===== src/hdl/ppbd_pkg.sv =====
// ----------------------------------------------------------------------------
// ppbd_pkg
// Shared types and constants for the pending packet buffer.
// ----------------------------------------------------------------------------
`default_nettype none

package ppbd_pkg;

    localparam int PPBD_DEPTH = 64;
    localparam int LIMIT_W = 7;
    localparam logic [LIMIT_W-1:0] LIMIT_RESET = 7'd64;

    localparam logic [1:0] MODE_ARRIVE = 2'd0;
    localparam logic [1:0] MODE_RELEASE = 2'd1;
    localparam logic [1:0] MODE_FLUSH = 2'd2;

    typedef enum logic [2:0] {
        KIND_REQUEST = 3'd0,
        KIND_QUEUED = 3'd1,
        KIND_DROPPED = 3'd2,
        KIND_SENT = 3'd3,
        KIND_NONE = 3'd4
    } t_kind;

    typedef enum logic [2:0] {
        OP_DROP_NR,
        OP_ARRIVE,
        OP_RELEASE,
        OP_FLUSH,
        OP_NONE
    } t_op;

    typedef enum logic [2:0] {
        S_IDLE,
        S_SCAN,
        S_ARR_EMIT,
        S_ARR_FIN,
        S_WALK,
        S_WALK_END
    } t_state;

    typedef struct packed {
        logic [1:0] mode;
        logic user_ready;
        logic [31:0] dst_ip;
        logic [31:0] src_ip;
        logic [7:0] protocol;
        logic [15:0] packet_handle;
        logic release_verdict;
    } t_in;

    typedef struct packed {
        logic [2:0] kind;
        logic [15:0] handle_out;
        logic [31:0] src_out;
        logic [31:0] dst_out;
        logic [7:0] protocol_out;
        logic last;
    } t_out;

    typedef struct packed {
        logic [31:0] dst;
        logic [31:0] src;
        logic [7:0] proto;
        logic [15:0] handle;
    } t_slot;

    typedef struct packed {
        t_op op;
        t_in item;
    } t_cmd;

    localparam int SLOT_W = $bits(t_slot);

    function automatic t_out mk_out(t_kind kind, logic [15:0] handle, logic [31:0] src,
                                    logic [31:0] dst, logic [7:0] proto, logic last);
        t_out r;
        r.kind = kind;
        r.handle_out = handle;
        r.src_out = src;
        r.dst_out = dst;
        r.protocol_out = proto;
        r.last = last;
        return r;
    endfunction

endpackage

`default_nettype wire


===== src/hdl/ppbd_front.sv =====
// ----------------------------------------------------------------------------
// ppbd_front
// Accepts commands, decodes them and holds them in a two-entry queue.
// ----------------------------------------------------------------------------
`default_nettype none

module ppbd_front (
    input  wire logic          i_clk,
    input  wire logic          i_rst_n,
    input  wire logic          i_start,
    input  ppbd_pkg::t_in      i_item,
    output logic               o_busy,
    output logic               o_valid,
    output ppbd_pkg::t_cmd     o_head,
    input  wire logic          i_pop
);
    import ppbd_pkg::*;

    t_cmd r_q [2];
    logic r_wp, r_rp;
    logic [1:0] r_cnt;
    t_cmd cmd;
    logic push;

    always_comb begin
        cmd.item = i_item;
        case (i_item.mode)
            MODE_ARRIVE:  cmd.op = t_op'(i_item.user_ready ? OP_ARRIVE : OP_DROP_NR);
            MODE_RELEASE: cmd.op = OP_RELEASE;
            MODE_FLUSH:   cmd.op = OP_FLUSH;
            default:      cmd.op = OP_NONE;
        endcase
    end

    assign o_busy = (r_cnt == 2'd2);
    assign push = i_start && !o_busy;
    assign o_valid = (r_cnt != 2'd0);
    assign o_head = r_q[r_rp];

    always_ff @(posedge i_clk) begin
        if (push) begin
            r_q[r_wp] <= cmd;
        end
        if (!i_rst_n) begin
            r_wp <= 1'b0;
            r_rp <= 1'b0;
            r_cnt <= 2'd0;
        end else begin
            if (push) begin
                r_wp <= ~r_wp;
            end
            if (i_pop) begin
                r_rp <= ~r_rp;
            end
            r_cnt <= r_cnt + {1'b0, push} - {1'b0, i_pop};
        end
    end

`ifndef SYNTHESIS
    a_no_pop_empty: assert property (@(posedge i_clk) disable iff (!i_rst_n)
        i_pop |-> o_valid) else $error("pop from empty queue");
    a_cnt_range: assert property (@(posedge i_clk) disable iff (!i_rst_n)
        r_cnt != 2'd3) else $error("queue count overflow");
    a_full_hold: assert property (@(posedge i_clk) disable iff (!i_rst_n)
        (o_busy && !i_pop) |=> o_busy) else $error("full queue lost an item");
`endif

endmodule

`default_nettype wire


===== config.mk =====
export PLATFORM = sky130hd
export DESIGN_NAME = ppbd_front
export DESIGN_NICKNAME = d
export VERILOG_FILES = /design/src/hdl/ppbd_pkg.sv /design/src/hdl/ppbd_front.sv
export SDC_FILE = /design/constraint.sdc
export NUM_CORES = 1
export LEC_CHECK = 0
export BUFFER_PORTS_ARGS = -buffer_cell sky130_fd_sc_hd__buf_4
export CAP_MARGIN = 10
export CORE_ASPECT_RATIO = 1.25
export CORE_MARGIN = 2
export CORE_UTILIZATION = 35
export CTS_BUF_LIST = sky130_fd_sc_hd__clkbuf_2
export DETAILED_ROUTE_END_ITERATION = 8
export PLACE_DENSITY = 0.7
export SYNTH_ARGS = -nofsm -noshare
export SYNTH_HDL_FRONTEND = slang
export SYNTH_SLANG_ARGS = --single-unit

===== constraint.sdc =====
create_clock -name i_clk -period 5.1 [get_ports i_clk]
set_input_delay 0.255 -clock i_clk [delete_from_list [all_inputs] [get_ports i_clk]]
set_output_delay 0.255 -clock i_clk [all_outputs]
set_load 0.01 [all_outputs]

==> metrics.csv <==
stage,metric,value,unit
floorplanning,core.rowCount,59,
power_and_ir_drop,power.leakage,3.94,nW
timing,finalSetupViolations,0,
clock_network,cts_hold_buffers,95,
timing,finalCriticalPeriod,3200,ps
clock_network,clk_path_buf_depth,2,
timing,worst_pin_slew,1090,ps
timing,fin_crit_sh,0.627,
route,postRouteWirelength,14600,microns
placed_design,gp_congestion,0.665,
clock_network,cts_resized,0,
global_route,overflow,0,
route,drtPass1Iterations,4,
floorplanning,dieArea,0.0221,sq mm
synth,synth_compound_area_frac,0.000682,
placed_design,dp_slack,2600,ps
synth,syn_nets,428,
timing,max-slew-margin-rel,0.268,
clock_network,clk_pin_slew_worst_paths,290,ps
synth,synth-seq-cells,195,
synth,syn-cell-area,0.00734,sq mm
clock_network,clockRootBuffer,clkbuf_2,
floorplanning,io_pins,193,
route,vias_per_cell,4.40,
power_and_ir_drop,ir_drop,0.000189,V
setup_path,crit_path_frequent_cell,buf_4,
synth,synthSimpleGateAreaFrac,0.00955,
floorplanning,start_util,0.355,
setup_path,critPathMaxStageDelay,1090,ps
global_route,grt_pass1_wl,22800,microns
timing,slew_viol_final,0,
synth,synth_cell_types,21,
synth,synth_edf_count,190,
timing,fin_skew,33.4,ps
synth,yosys_warnings,0,
route,antenna_left,0,
global_route,gr-usage-all-layers,0.134,
run,cap_violations,0,
setup_path,cp-end-kind,primary output,
setup_path,crit_type,flop to primary output,
route,drc,0,
timing,layout_setup_ws,1900,ps
global_route,use_met1,0.139,
final_layout,final_core_util,0.495,
final_layout,antennaDiodeCount,0,
synth,ys_seq_area_frac,0.791,
floorplanning,core_area,0.0207,sq mm
final_layout,multi_input_comb_area,0.00142,sq mm
global_route,grt_max_degree,64,
synth,synthMuxAreaShare,0.173,
synth,syn_area_per_cell,22.4,sq um
synth,synthXorXnorAreaFrac,0.00239,
clock_network,tritoncts,yes,
setup_path,crit_path_cell_trace,"buf_4, mux2_2, buf_4",
min_path,hp-class,input pin to flop,
clock_network,numCtsBuffers,17,
power_and_ir_drop,total_power,3.40,mW
route,drtIter0Drc,195,
clock_network,clk_latency,720,ps
synth,synth_top_family_by_area,multiplexers,
floorplanning,dieWidth,134,microns
route,wl_per_cell,16.0,microns
clock_network,post_cts_buffers,0,
placed_design,hpwl,9050,microns
setup_path,arrival,2940,ps
synth,synth_cells,328,
synth,synth-adder-area-share,0.00682,
setup_path,start_kind,flop,
final_layout,layout-drive-gt1-share,0.509,
timing,whs,238,ps
outcome,outcome,"complete, no violations",
global_route,grt_use_met3,0.0412,
route,num_vias,4019,
synth,async_reset_ff_frac,0,
power_and_ir_drop,cellPowerDensity,332,mW/mm^2
global_route,antenna_found_initial,0,
placed_design,io_buffers,192,
floorplanning,die_h,166,microns
clock_network,cts_max_level,4,
final_layout,area_growth,39.4,%
timing,setup_tns,0,ps
final_layout,fin_nets,726,
setup_path,cpLargestDelayFamily,flip-flops,
global_route,grt_pass1_vias,4512,
global_route,top_usage_layer,met2,
timing,fmax,313,MHz
setup_path,path_buf_inv,2,
timing,rsz0062_at_grt,false,
final_layout,n_fill_cell,1752,
setup_path,required,4850,ps
global_route,grt_util_met2,0.255,
synth,synth-main-ff-cell,edfxtp_1,
setup_path,crit_fanout,63,
setup_path,crit_path_top_delay_cell,dfxtp_4,
timing,hold_viol,0,
final_layout,regArea,0.00581,sq mm
clock_network,clock_sinks,195,
## cells in the final DEF, fill, tap and decap left out
master and instances:
dfxtp_4 1, buf_12 1, nand2b_1 2, nor2_1 3
clkinv_4 3, clkinv_1 1, edfxtp_1 190, clkbuf_2 17
inv_1 5, buf_4 194, mux2_4 50, mux2_2 45
dlygate4sd3_1 95, clkinv_2 3, nor3_1 1, mux2i_1 1
xnor2_1 1, inv_6 2, nor2_4 1, and2_1 2
inv_8 4, or2_2 1, dfxtp_1 4, clkinvlp_4 2
nand2_1 2, o21ai_0 1, xor2_1 1, nand3_1 1
ha_1 4, and3_4 1
## power breakdown
group | internal [mW] | total [mW] | switching, mW
clock network | 0.143 | 0.686 | 0.544
registers | 1.95 | 2.02 | 0.0654
logic | 0.396 | 0.696 | 0.300
total | 2.49 | 3.40 | 0.909
## flip-flops by register name, indices dropped and copies added, names as in the netlist, named ones only
name	count
r_q	190
r_cnt	2
r_rp	1
r_wp	1
## per-stage QoR
stage	instance area (sq um)	std cells
finish	10200	913
global placement	9070	786
floorplan	7340	328
detailed placement	9070	786
global route	10200	913
CTS	10200	913
## synthesized netlist by cell type (2+ instances only)
| master | instances | area share |
|---|---|---|
| mux2_2 | 45 | 0.069 |
| buf_6 | 6 | 0.0092 |
| and2_1 | 2 | 0.0017 |
| ha_1 | 4 | 0.0068 |
| dfxtp_1 | 5 | 0.014 |
| nor2_1 | 4 | 0.0020 |
| mux2_4 | 50 | 0.10 |
| buf_2 | 4 | 0.0027 |
| inv_1 | 5 | 0.0026 |
| nand2b_1 | 2 | 0.0017 |
| edfxtp_1 | 190 | 0.78 |
| nand2_1 | 2 | 0.0010 |
## final timing paths
check                   from          to  slack, ps  cells after the start
setup / recovery        flop  o_head[21]       1900                      3
setup reg to reg    r_cnt[0]  r_q[0][86]       2710                      4
hold reg to reg     r_cnt[1]    r_cnt[1]        540                      2
hold / removal    i_item[85]  r_q[1][85]        240                      2
## cell families (layout without fill, tap and decap cells)
kind of cell | after synthesis | in the layout
buf+inv | 16 | 327
simple gates | 14 | 14
mux | 96 | 96
flops | 195 | 195
xor+xnor | 2 | 2
fa+ha+maj | 4 | 4
compound gates | 1 | 1
## layer usage
metal  up-vias  share of wire
met5         -              0
met1      1996           0.37
met4         0          0.017
met3        19          0.051
met2       133           0.56
li1       1871              -
## layout make-up
type | instances | area share
flip-flops and latches | 195 | 0.568
repair buffers | 290 | 0.237
multi-input cells | 117 | 0.139
well taps | 274 | 0.0335
clock inverters | 15 | 0.0120
clock buffers | 17 | 0.00832
inverters | 5 | 0.00183
(Power assumes the default switching activity.)
